==> src/hw/rtl/csds_pkg.sv <==
// Shared constants, types and codes for the centroid squared-distance scorer.
package csds_pkg;

   localparam int CLUSTERS_DEF  = 8;
   localparam int DIMS          = 4;
   localparam int COORD_BITS    = 16;
   localparam int SEL_BITS      = 3;
   localparam int IDX_BITS      = 3;
   localparam int SCORE_BITS    = 35;
   localparam int RECIP_BITS    = 16;
   localparam int CSR_IDX_BITS  = 1;
   localparam int CSR_DATA_BITS = 16;
   localparam int ADDR_BITS     = 6;
   localparam int SQ_BITS       = 2 * COORD_BITS;
   localparam int SUM_BITS      = SQ_BITS + $clog2(DIMS);
   localparam int CENT_BITS     = DIMS * COORD_BITS;

   localparam logic [RECIP_BITS-1:0] RECIP_RESET = 16'hFFFF;

   typedef logic signed [COORD_BITS-1:0] coord_type;

   typedef enum logic [CSR_IDX_BITS-1:0] {
      CSR_SCALE_ENABLE = 1'b0,
      CSR_RECIP_COUNT  = 1'b1
   } csr_idx_type;

   typedef enum logic {
      MODE_LOAD  = 1'b0,
      MODE_SCORE = 1'b1
   } mode_type;

   typedef enum logic {
      ST_IDLE,
      ST_RUN
   } state_type;

   typedef struct packed {
      logic                 load_we;
      logic [ADDR_BITS-1:0] load_addr;
      logic                 point_we;
      logic                 issue;
      logic [ADDR_BITS-1:0] issue_addr;
      logic                 issue_last;
   } cmd_type;

   typedef struct packed {
      logic advance;
      logic point_busy;
   } sts_type;

endpackage

==> src/hw/rtl/csds_req_if.sv <==
// Request channel: load or score requests with valid/ready handshake.
interface csds_req_if
   import csds_pkg::*;
   ();
   logic                valid;
   logic                ready;
   logic                mode;
   logic [SEL_BITS-1:0] cluster_sel;
   coord_type           coord0;
   coord_type           coord1;
   coord_type           coord2;
   coord_type           coord3;

   modport source (output valid, mode, cluster_sel, coord0, coord1, coord2, coord3,
                   input ready);
   modport sink   (input valid, mode, cluster_sel, coord0, coord1, coord2, coord3,
                   output ready);
endinterface

==> src/hw/rtl/csds_rsp_if.sv <==
// Result channel: one score per centroid with valid/ready handshake.
interface csds_rsp_if
   import csds_pkg::*;
   ();
   logic                         valid;
   logic                         ready;
   logic [IDX_BITS-1:0]          cluster_idx;
   logic signed [SCORE_BITS-1:0] score;
   logic                         last;

   modport source (output valid, cluster_idx, score, last, input ready);
   modport sink   (input valid, cluster_idx, score, last, output ready);
endinterface

==> src/hw/rtl/csds_ctrl.sv <==
// Controller: request acceptance and per-centroid issue sequencing.
module csds_ctrl
   import csds_pkg::*;
#(
   parameter int CLUSTERS = CLUSTERS_DEF
) (
   input  logic                clock,
   input  logic                reset,
   input  logic                req_valid,
   output logic                req_ready,
   input  logic                req_mode,
   input  logic [SEL_BITS-1:0] req_cluster_sel,
   input  sts_type             sts,
   output cmd_type             cmd
);

   localparam int CNT_W = (CLUSTERS > 1) ? $clog2(CLUSTERS) : 1;
   localparam logic [CNT_W-1:0] CNT_LAST = CNT_W'(CLUSTERS - 1);

   state_type        state_ff, state_in;
   logic [CNT_W-1:0] cnt_ff, cnt_in;
   logic             sel_ok;

   assign sel_ok = (7'(req_cluster_sel) < 7'(CLUSTERS));

   always_ff @(posedge clock) begin
      if (reset) begin
         state_ff <= ST_IDLE;
         cnt_ff   <= '0;
      end else begin
         state_ff <= state_in;
         cnt_ff   <= cnt_in;
      end
   end

   always_comb begin
      state_in       = state_ff;
      cnt_in         = cnt_ff;
      req_ready      = 1'b0;
      cmd            = '0;
      cmd.load_addr  = ADDR_BITS'(req_cluster_sel);
      cmd.issue_addr = ADDR_BITS'(cnt_ff);
      cmd.issue_last = (cnt_ff == CNT_LAST);
      unique case (state_ff)
         ST_IDLE: begin
            req_ready = !sts.point_busy;
            if (req_valid && req_ready) begin
               unique case (mode_type'(req_mode))
                  MODE_LOAD: begin
                     cmd.load_we = sel_ok;
                  end
                  MODE_SCORE: begin
                     cmd.point_we = 1'b1;
                     cnt_in       = '0;
                     state_in     = ST_RUN;
                  end
               endcase
            end
         end
         ST_RUN: begin
            cmd.issue = sts.advance;
            if (sts.advance) begin
               if (cnt_ff == CNT_LAST) begin
                  cnt_in   = '0;
                  state_in = ST_IDLE;
               end else begin
                  cnt_in = cnt_ff + 1'b1;
               end
            end
         end
      endcase
   end

endmodule

==> src/hw/rtl/csds_datapath.sv <==
// Datapath: centroid memory, distance pipeline, scaling, config and result register.
module csds_datapath
   import csds_pkg::*;
#(
   parameter int CLUSTERS = CLUSTERS_DEF
) (
   input  logic                     clock,
   input  logic                     reset,
   input  logic                     csr_we,
   input  logic [CSR_IDX_BITS-1:0]  csr_index,
   input  logic [CSR_DATA_BITS-1:0] csr_wdata,
   input  coord_type                req_coord [DIMS],
   input  cmd_type                  cmd,
   output sts_type                  sts,
   csds_rsp_if.source               rsp
);

   localparam int CNT_W  = (CLUSTERS > 1) ? $clog2(CLUSTERS) : 1;
   localparam int PROD_W = SUM_BITS + RECIP_BITS;

   logic [CENT_BITS-1:0] mem [CLUSTERS];
   logic [CENT_BITS-1:0] wr_data;

   logic                  scale_en_ff;
   logic [RECIP_BITS-1:0] recip_ff;
   coord_type             point_ff [DIMS];

   logic                  advance;
   logic                  v1_ff, v2_ff, v3_ff, v4_ff;
   logic [IDX_BITS-1:0]   idx1_ff, idx2_ff, idx3_ff, idx4_ff;
   logic                  last1_ff, last2_ff, last3_ff, last4_ff;
   logic [CENT_BITS-1:0]  rd_data_ff;
   logic [SQ_BITS-1:0]    sq2_ff [DIMS];
   logic [SUM_BITS-1:0]   sum3_ff;
   logic [SUM_BITS-1:0]   mag4_ff;

   logic signed [COORD_BITS:0]     diff [DIMS];
   logic signed [2*COORD_BITS+1:0] prod [DIMS];
   logic [SUM_BITS-1:0]            sum_c;
   logic [PROD_W-1:0]              scaled;
   logic [SUM_BITS-1:0]            mag_c;

   logic                         rsp_valid_ff;
   logic [IDX_BITS-1:0]          rsp_idx_ff;
   logic signed [SCORE_BITS-1:0] rsp_score_ff;
   logic                         rsp_last_ff;

   assign advance        = !rsp_valid_ff || rsp.ready;
   assign sts.advance    = advance;
   assign sts.point_busy = v1_ff;

   // configuration registers
   always_ff @(posedge clock) begin
      if (reset) begin
         scale_en_ff <= 1'b0;
         recip_ff    <= RECIP_RESET;
      end else if (csr_we) begin
         unique case (csr_idx_type'(csr_index))
            CSR_SCALE_ENABLE: scale_en_ff <= csr_wdata[0];
            CSR_RECIP_COUNT:  recip_ff    <= csr_wdata[RECIP_BITS-1:0];
         endcase
      end
   end

   always_comb begin
      for (int n = 0; n < DIMS; n++) begin
         wr_data[n*COORD_BITS +: COORD_BITS] = req_coord[n];
      end
   end

   // centroid memory
   always_ff @(posedge clock) begin
      if (cmd.load_we) begin
         mem[cmd.load_addr[CNT_W-1:0]] <= wr_data;
      end
      if (cmd.issue && advance) begin
         rd_data_ff <= mem[cmd.issue_addr[CNT_W-1:0]];
      end
   end

   always_ff @(posedge clock) begin
      if (cmd.point_we) begin
         point_ff <= req_coord;
      end
   end

   always_comb begin
      for (int n = 0; n < DIMS; n++) begin
         diff[n] = {point_ff[n][COORD_BITS-1], point_ff[n]}
                 - {rd_data_ff[n*COORD_BITS+COORD_BITS-1],
                    rd_data_ff[n*COORD_BITS +: COORD_BITS]};
         prod[n] = diff[n] * diff[n];
      end
      sum_c = '0;
      for (int n = 0; n < DIMS; n++) begin
         sum_c = sum_c + SUM_BITS'(sq2_ff[n]);
      end
      scaled = PROD_W'(sum3_ff) * PROD_W'(recip_ff);
      mag_c  = scale_en_ff ? scaled[PROD_W-1:RECIP_BITS] : sum3_ff;
   end

   // pipeline valids
   always_ff @(posedge clock) begin
      if (reset) begin
         v1_ff        <= 1'b0;
         v2_ff        <= 1'b0;
         v3_ff        <= 1'b0;
         v4_ff        <= 1'b0;
         rsp_valid_ff <= 1'b0;
      end else if (advance) begin
         v1_ff        <= cmd.issue;
         v2_ff        <= v1_ff;
         v3_ff        <= v2_ff;
         v4_ff        <= v3_ff;
         rsp_valid_ff <= v4_ff;
      end
   end

   // pipeline payload
   always_ff @(posedge clock) begin
      if (advance) begin
         idx1_ff      <= IDX_BITS'(cmd.issue_addr);
         last1_ff     <= cmd.issue_last;
         idx2_ff      <= idx1_ff;
         last2_ff     <= last1_ff;
         for (int n = 0; n < DIMS; n++) begin
            sq2_ff[n] <= prod[n][SQ_BITS-1:0];
         end
         idx3_ff      <= idx2_ff;
         last3_ff     <= last2_ff;
         sum3_ff      <= sum_c;
         idx4_ff      <= idx3_ff;
         last4_ff     <= last3_ff;
         mag4_ff      <= mag_c;
         rsp_idx_ff   <= idx4_ff;
         rsp_last_ff  <= last4_ff;
         rsp_score_ff <= SCORE_BITS'(0) - SCORE_BITS'(mag4_ff);
      end
   end

   assign rsp.valid       = rsp_valid_ff;
   assign rsp.cluster_idx = rsp_idx_ff;
   assign rsp.score       = rsp_score_ff;
   assign rsp.last        = rsp_last_ff;

endmodule

==> src/hw/rtl/centroid_sq_distance_scorer_unit.sv <==
// Top level of the centroid squared-distance scorer.
//
// Channels: req_ch takes requests (mode 0 loads the four coordinates into
// centroid cluster_sel, mode 1 scores a point); rsp_ch returns, for a score
// request, one result per centroid from index 0 up, last set on the final one.
// Each score is -(squared distance), optionally scaled by recip_count (Q0.16).
// csr_we/csr_index/csr_wdata write scale_enable (0) and recip_count (1).
// A load request produces no result. A score request gives its first result
// through the memory read, square, sum, scale and result registers. While
// rsp_ch does not stall, results come one per cycle and one centroid is read
// per cycle; a new request waits until all are issued and the read stage is empty.
// Reset clears the control state and config registers; centroid contents are
// undefined until loaded. When rsp_ch stalls, the whole distance pipeline
// holds and the result stays on the port.
module centroid_sq_distance_scorer_unit
   import csds_pkg::*;
#(
   parameter int CLUSTERS = CLUSTERS_DEF
) (
   input  logic                     clock,
   input  logic                     reset,
   input  logic                     csr_we,
   input  logic [CSR_IDX_BITS-1:0]  csr_index,
   input  logic [CSR_DATA_BITS-1:0] csr_wdata,
   csds_req_if.sink                 req_ch,
   csds_rsp_if.source               rsp_ch
);

   cmd_type   cmd;
   sts_type   sts;
   coord_type req_coord [DIMS];
   logic      req_ready;

   assign req_coord[0] = req_ch.coord0;
   assign req_coord[1] = req_ch.coord1;
   assign req_coord[2] = req_ch.coord2;
   assign req_coord[3] = req_ch.coord3;
   assign req_ch.ready = req_ready;

   csds_ctrl #(.CLUSTERS(CLUSTERS)) u_ctrl (
      .clock           (clock),
      .reset           (reset),
      .req_valid       (req_ch.valid),
      .req_ready       (req_ready),
      .req_mode        (req_ch.mode),
      .req_cluster_sel (req_ch.cluster_sel),
      .sts             (sts),
      .cmd             (cmd)
   );

   csds_datapath #(.CLUSTERS(CLUSTERS)) u_datapath (
      .clock     (clock),
      .reset     (reset),
      .csr_we    (csr_we),
      .csr_index (csr_index),
      .csr_wdata (csr_wdata),
      .req_coord (req_coord),
      .cmd       (cmd),
      .sts       (sts),
      .rsp       (rsp_ch)
   );

endmodule

==> src/flat_wrapper.sv <==
// flat-port wrapper written by rule: the top's interface ports become plain ports
module centroid_sq_distance_scorer_unit_flat import csds_pkg::*;
#(
   parameter int CLUSTERS = CLUSTERS_DEF
)
  (clock, reset, csr_we, csr_index, csr_wdata, req_ch_valid, req_ch_mode, req_ch_cluster_sel, req_ch_coord0, req_ch_coord1, req_ch_coord2, req_ch_coord3, req_ch_ready, rsp_ch_valid, rsp_ch_cluster_idx, rsp_ch_score, rsp_ch_last, rsp_ch_ready);
  csds_req_if req_ch_i ();
  csds_rsp_if rsp_ch_i ();
  input  logic clock;
  input  logic reset;
  input  logic csr_we;
  input  logic [CSR_IDX_BITS-1:0] csr_index;
  input  logic [CSR_DATA_BITS-1:0] csr_wdata;
  input wire logic [$bits(req_ch_i.valid)-1:0] req_ch_valid;
  input wire logic [$bits(req_ch_i.mode)-1:0] req_ch_mode;
  input wire logic [$bits(req_ch_i.cluster_sel)-1:0] req_ch_cluster_sel;
  input wire logic [$bits(req_ch_i.coord0)-1:0] req_ch_coord0;
  input wire logic [$bits(req_ch_i.coord1)-1:0] req_ch_coord1;
  input wire logic [$bits(req_ch_i.coord2)-1:0] req_ch_coord2;
  input wire logic [$bits(req_ch_i.coord3)-1:0] req_ch_coord3;
  output wire logic [$bits(req_ch_i.ready)-1:0] req_ch_ready;
  output wire logic [$bits(rsp_ch_i.valid)-1:0] rsp_ch_valid;
  output wire logic [$bits(rsp_ch_i.cluster_idx)-1:0] rsp_ch_cluster_idx;
  output wire logic [$bits(rsp_ch_i.score)-1:0] rsp_ch_score;
  output wire logic [$bits(rsp_ch_i.last)-1:0] rsp_ch_last;
  input wire logic [$bits(rsp_ch_i.ready)-1:0] rsp_ch_ready;
  assign req_ch_i.valid = req_ch_valid;
  assign req_ch_i.mode = req_ch_mode;
  assign req_ch_i.cluster_sel = req_ch_cluster_sel;
  assign req_ch_i.coord0 = req_ch_coord0;
  assign req_ch_i.coord1 = req_ch_coord1;
  assign req_ch_i.coord2 = req_ch_coord2;
  assign req_ch_i.coord3 = req_ch_coord3;
  assign req_ch_ready = req_ch_i.ready;
  assign rsp_ch_valid = rsp_ch_i.valid;
  assign rsp_ch_cluster_idx = rsp_ch_i.cluster_idx;
  assign rsp_ch_score = rsp_ch_i.score;
  assign rsp_ch_last = rsp_ch_i.last;
  assign rsp_ch_i.ready = rsp_ch_ready;
  centroid_sq_distance_scorer_unit #(.CLUSTERS(CLUSTERS)) u_core (.clock(clock), .reset(reset), .csr_we(csr_we), .csr_index(csr_index), .csr_wdata(csr_wdata), .req_ch(req_ch_i), .rsp_ch(rsp_ch_i));
endmodule
==> config.mk <==
export PLATFORM = sky130hd
export DESIGN_NAME = centroid_sq_distance_scorer_unit_flat
export DESIGN_NICKNAME = d
export VERILOG_FILES = /design/src/hw/rtl/csds_pkg.sv /design/src/hw/rtl/csds_req_if.sv /design/src/hw/rtl/csds_rsp_if.sv /design/src/hw/rtl/csds_ctrl.sv /design/src/hw/rtl/csds_datapath.sv /design/src/hw/rtl/centroid_sq_distance_scorer_unit.sv /design/src/flat_wrapper.sv
export SDC_FILE = /design/constraint.sdc
export NUM_CORES = 2
export LEC_CHECK = 0
export BUFFER_PORTS_ARGS = -buffer_cell sky130_fd_sc_hd__buf_2
export CAP_MARGIN = 20
export CORE_MARGIN = 2
export CORE_UTILIZATION = 25
export DETAILED_ROUTE_END_ITERATION = 7
export GPL_ROUTABILITY_DRIVEN = 0
export GPL_TIMING_DRIVEN = 0
export PLACE_DENSITY = 0.46
export SYNTH_ARGS = -nofsm -noshare
export SYNTH_HDL_FRONTEND = slang
export SYNTH_SLANG_ARGS = --single-unit
==> constraint.sdc <==
create_clock -name clock -period 21.2 [get_ports clock]
set_input_delay 4.24 -clock clock [delete_from_list [all_inputs] [get_ports clock]]
set_output_delay 4.24 -clock clock [all_outputs]
set_load 0.01 [all_outputs]
# After elaboration in Yosys (flattened, before gate mapping)
# Memories as Yosys holds them, arrays and structs flattened. A register that Yosys moved wholly into a read port is not among the register bits.
# Index checks and enable logic that the tools add are counted.
dict set report word_totals {
  latchBits 0
  reg_bits 213
  rom_bits 0
  ramBits 640
  mem_count 2
}
# name words word_bits rd rd_ports_with_merged_regs wr line_no
set mem_list {}
lappend mem_list {u_core.u_datapath.mem 8 64 1 1 1 csds_datapath.sv:21} ;# logic [CENT_BITS-1:0] mem [CLUSTERS];
lappend mem_list {u_core.u_datapath.sq2_ff 4 32 4 0 4 csds_datapath.sv:33} ;# logic [SQ_BITS-1:0] sq2_ff [DIMS];
dict set report classes {
  n_eq_ne 4
  multipliers 5
  n_bitwise 2
  n_shift 0
  n_addsub 9
  n_div 0
  mux 21
  reduce_logical 8
  magnitude_cmp 0
}
# operator n
set op_table {}
lappend op_table {{multiplier 17 x 17 -> 32 bit} 4}
lappend op_table {{subtractor 16 x 16 -> 17 bit} 4}
lappend op_table {{multiplier 34 x 16 -> 50 bit} 1}
lappend op_table {{subtractor 1 x 34 -> 35 bit, first input constant} 1}
lappend op_table {{adder 33 x 32 -> 34 bit} 1}
lappend op_table {{adder 34 x 32 -> 34 bit} 1}
lappend op_table {{2-to-1 mux 34 bit} 1}
lappend op_table {{adder 32 x 32 -> 33 bit} 1}
lappend op_table {{2-to-1 mux 1 bit} 14}
lappend op_table {{2-to-1 mux 3 bit} 4}
lappend op_table {{inequality test 2 bit, second input constant} 3}
lappend op_table {{case mux 3 bit (2 select lines)} 1}
lappend op_table {{AND reduction 2 bit} 2}
lappend op_table {{adder 3 x 1 -> 3 bit, second input constant} 1}
lappend op_table {{equality test 3 bit, second input constant} 1}
lappend op_table {{AND reduction 3 bit} 1}
lappend op_table {{logical AND 1 bit} 2}
lappend op_table {{logical NOT 1 bit} 2}
lappend op_table {{NOT 1 bit} 2}
lappend op_table {{case mux 1 bit (2 select lines)} 1}
lappend op_table {{logical OR 1 bit} 1}

# Depth between registers and ports, before layout
dict set report depth {
  depth_word 6
  mapped_depth 37
  depth_no_buf 36
}

# By module
# Synthesis repeated with hierarchy kept, for this count alone.
dict set report hier_totals {
  hier_cells 7996
  hier_area_um2 91171.2
}
# module instances area_each_um2 cells_each seq_area_each_um2
set by_module_without_submodules {}
lappend by_module_without_submodules {csds_datapath 1 90862.1 7965 27076.0}
lappend by_module_without_submodules {csds_ctrl 1 309.0 31 80.1}

# Least setup slack after synthesis
# OpenSTA, ideal clock, no wires.
dict set report synth_path {
  path_kind {input port to flip-flop}
  startpoint {in rsp_ch_ready}
  endpoint {reg u_core.u_ctrl.cnt_ff[0]}
  path_slack_ns 9.379
  n_path_buf 0
  stages 8
  arrival_time_ns 11.756
  setup_ns 0.066
  required_time_ns 21.134
  cell_sequence {nor2b_1 > inv_1 > nand2_1 > inv_1 > nor2_1 > nor4b_1 > a21oi_1 > nor2_1}
}
dict set report synth_between {
  elab_chain_cells 3
}
# item line_no
set synth_lines {}
lappend synth_lines {{from (decl)} flat_wrapper.sv:26} ;# input wire logic [$bits(rsp_ch_i.ready)-1:0] rsp_ch_ready;
lappend synth_lines {{logical OR 1 bit} csds_datapath.sv:48} ;# assign advance = !rsp_valid_ff || rsp.ready;
lappend synth_lines {{net u_core.u_datapath.advance} csds_datapath.sv:28} ;# logic advance;
lappend synth_lines {{inequality test 2 bit (no source line)} --}
lappend synth_lines {{AND reduction 3 bit (no source line)} --}
lappend synth_lines {{to (signal assigned)} csds_ctrl.sv:32} ;# cnt_ff <= cnt_in;
lappend synth_lines {{to (decl)} csds_ctrl.sv:21} ;# logic [CNT_W-1:0] cnt_ff, cnt_in;
# The timed path passes the listed nets, and every way through them passes these cells.
# A chain may end at the register's enable or synchronous reset.

==> results.cfg <==
[yosys]
ys_async_sr_fraction_pct = 0
ys_seq_area_share_pct = 30.0
ys_seq_elements = 913
synth_edf_count = 887
synth.most_common_cell = inv_1
ys_types = 83
yosys.area.top_type_share_pct = 34.1
yosysWarnings = 0
synthTopCellsByArea = fa_1 (34%), edfxtp_1 (29%), inv_1 (7.5%)
synth_common_cells = inv_1 (1801), fa_1 (1540), edfxtp_1 (887)
syn_inst = 7934
synth_top_area_cell = fa_1
synth.avg_cell_area_sq_um = 11.4
syn_area_sq_um = 90500
synth_top_flop_cell = edfxtp_1

[setup_path]
critPathMaxStageDelay_ns = 0.64
critPathCaptureType = flop
cp_slowest_cell = fa_1
arrival_ns = 10.55
start_kind = flop
critPathKind = reg -> reg
worstPathMaxFanout = 10
required_ns = 21.63

[layout]
final_nets = 10400
utilization_pct = 28.3
layout-drive-gt1-share_pct = 7.70
fin_cells = 13100
area_delta_synth_final_pct = 12.5
nFillCells = 37400

[sta]
slew_viol_final = 0
whs_ns = 0.425
fmax_mhz = 98.8
hold_viol = 0
slew_headroom_pct = 23.9
skew_ns = 0.109
fin_crit_sh_pct = 47.8
tightest_slew_ns = 1.14
grt_setup_unrepaired = no
setup_tns_ns = 0
finalSetupViolCount = 0
min_period_ns = 10.12

[global_routing]
grt_max_degree = 113
grt_pass1_wl_um = 378000
grtUsageTotal_pct = 13.5
antenna_found_initial = 30
overflow = 0
grt_pass1_vias = 62800

[placed_design]
dp_cells = 12900
hpwlAfterDp_um = 198000
port_buffers = 129

[detailed_routing]
drcViolationCount = 0
dr.pass1.iters = 5
wirelength_um = 244000
dr_total_vias = 56800
drtAntennaViolNets = 0
viasPerCell = 4.33
wl_per_cell_um = 18.6
drtIter0Drc = 3372

[clock_tree]
path_clk_slew_ns = 0.06
cts_resized = 0
cts_buffers = 102
holdBufCountCts = 0
cts.sinks = 913
post_cts.repair.setup_buffers = 0
cts-root-buf = clkbuf_16
clock_latency_ns = 0.78
htree_num_levels = 3
cts_tree = yes
cts_buffer_depth = 3

[run_status]
status = finished, final reports clean

[run]
maxCapViolCount = 0

[floorplanning]
fp.dieH_um = 606
io_pins = 131
dieWidth_um = 606
die_area_sq_um = 367000
floorplan.initialDensity_pct = 25.2
core_sq_um = 360000
rows = 220

[hold_path]
hold_path.class = reg -> reg
## registers in the layout (all words and copies together), names as in the netlist, 3 cells and up
| name | count |
|---|---|
| u_core.u_datapath.mem | 512 |
| u_core.u_datapath.sq2_ff | 124 |
| u_core.u_datapath.point_ff | 64 |
| u_core.u_datapath.rd_data_ff | 64 |
| u_core.u_datapath.rsp.score | 35 |
| u_core.u_datapath.mag4_ff | 34 |
| u_core.u_datapath.sum3_ff | 34 |
| u_core.u_datapath.recip_ff | 16 |
| u_core.u_ctrl.cnt_ff | 3 |
| u_core.u_datapath.idx1_ff | 3 |
| u_core.u_datapath.idx2_ff | 3 |
| u_core.u_datapath.idx3_ff | 3 |
| u_core.u_datapath.idx4_ff | 3 |
| u_core.u_datapath.rsp.cluster_idx | 3 |
## area by class of cell
| cell class | count | area [sq um] | area share, % |
|---|---|---|---|
| Multi-Input combinational cell | 4953 | 55700 | 54.6 |
| Antenna cell | 4 | 10.0 | 0.00982 |
| Timing Repair Buffer | 207 | 1780 | 1.75 |
| Buffer | 244 | 928 | 0.911 |
| Tap cell | 4773 | 5970 | 5.86 |
| Clock inverter | 67 | 807 | 0.792 |
| Inverter | 1825 | 6860 | 6.74 |
| Sequential cell | 913 | 27200 | 26.7 |
| Clock buffer | 124 | 2700 | 2.65 |
## critical path: cells and delay by family (launching register included)
kind            cells  cell delay [ns]
compound gates     11             2.92
buf+inv             7             0.89
flops               1             0.41
xor+xnor            1             0.08
simple gates        7             1.84
fa+ha+maj           8             3.67
## metal layers
layer	up-vias	routed length (um)	track usage, %
li1	25600	-	-
met1	29600	111000	18.4
met2	1279	117000	22.8
met3	300	10900	1.71
met4	14	5070	2.78
met5	-	92	0
## path summary, 6_finish.rpt
check                                    from                               to  slack (ns)  cells past startpoint
max reg2reg  u_core.u_datapath.rd_data_ff[33]  u_core.u_datapath.sq2_ff[2][29]       11.08                     34
max          u_core.u_datapath.rd_data_ff[33]  u_core.u_datapath.sq2_ff[2][29]       11.08                     34
min reg2reg      u_core.u_datapath.idx3_ff[2]     u_core.u_datapath.idx4_ff[2]        0.42                      0
min              u_core.u_datapath.idx3_ff[2]     u_core.u_datapath.idx4_ff[2]        0.42                      0
## metrics by stage
step | area, sq um | worst slack [ns]
final | 102000 | 11.08
after detailed placement | 98300 | 11.15
after CTS | 102000 | 11.10
after global routing | 102000 | 10.44
after global placement | 97200 | 5.02
after floorplan | 90500 | 9.38
## cells in the final DEF, fill, tap and decap left out, types with 17 or more instances in the layout
cell type / netlist / final
buf_6: 0 / 19
a211oi_1: 24 / 24
xnor2_1: 217 / 215
o31ai_1: 17 / 17
ha_1: 532 / 532
buf_2: 6 / 136
nand2_1: 829 / 829
and2_1: 163 / 163
clkbuf_1: 219 / 235
a211o_1: 21 / 21
buf_12: 0 / 17
mux2_2: 84 / 84
inv_1: 1801 / 1799
a21oi_1: 176 / 176
clkinv_2: 0 / 18
clkbuf_16: 0 / 103
o21ai_0: 85 / 85
and3_1: 32 / 31
o21bai_1: 27 / 27
nand3_1: 35 / 35
clkinv_1: 13 / 27
mux4_2: 128 / 128
or3_1: 27 / 27
xor2_1: 88 / 88
buf_8: 0 / 17
edfxtp_1: 887 / 887
dfxtp_1: 26 / 26
a21o_1: 78 / 78
fa_1: 1540 / 1540
nor2b_1: 39 / 39
buf_1: 18 / 18
nor2_1: 500 / 494
o21a_1: 27 / 27
a31oi_1: 18 / 18
nand2b_1: 26 / 26
nor3_1: 65 / 63
buf_4: 1 / 18
nand4_1: 17 / 17
## logic make-up (layout without fill, tap and decap cells)
logic type / count (synthesis) / after routing / share of synthesized area [%]
fa+ha+maj: 2072 / 2072 / 41.4
buf+inv: 2069 / 2467 / 8.59
simple gates: 1781 / 1781 / 8.54
flops: 913 / 913 / 30.0
compound gates: 580 / 580 / 4.27
xor+xnor: 305 / 305 / 2.95
mux: 212 / 212 / 4.23
other cells: 2 / 7 / 0.00830
Power is not shown: default switching activity piles up to over one toggle a cycle in this logic, so the estimate is an artifact.
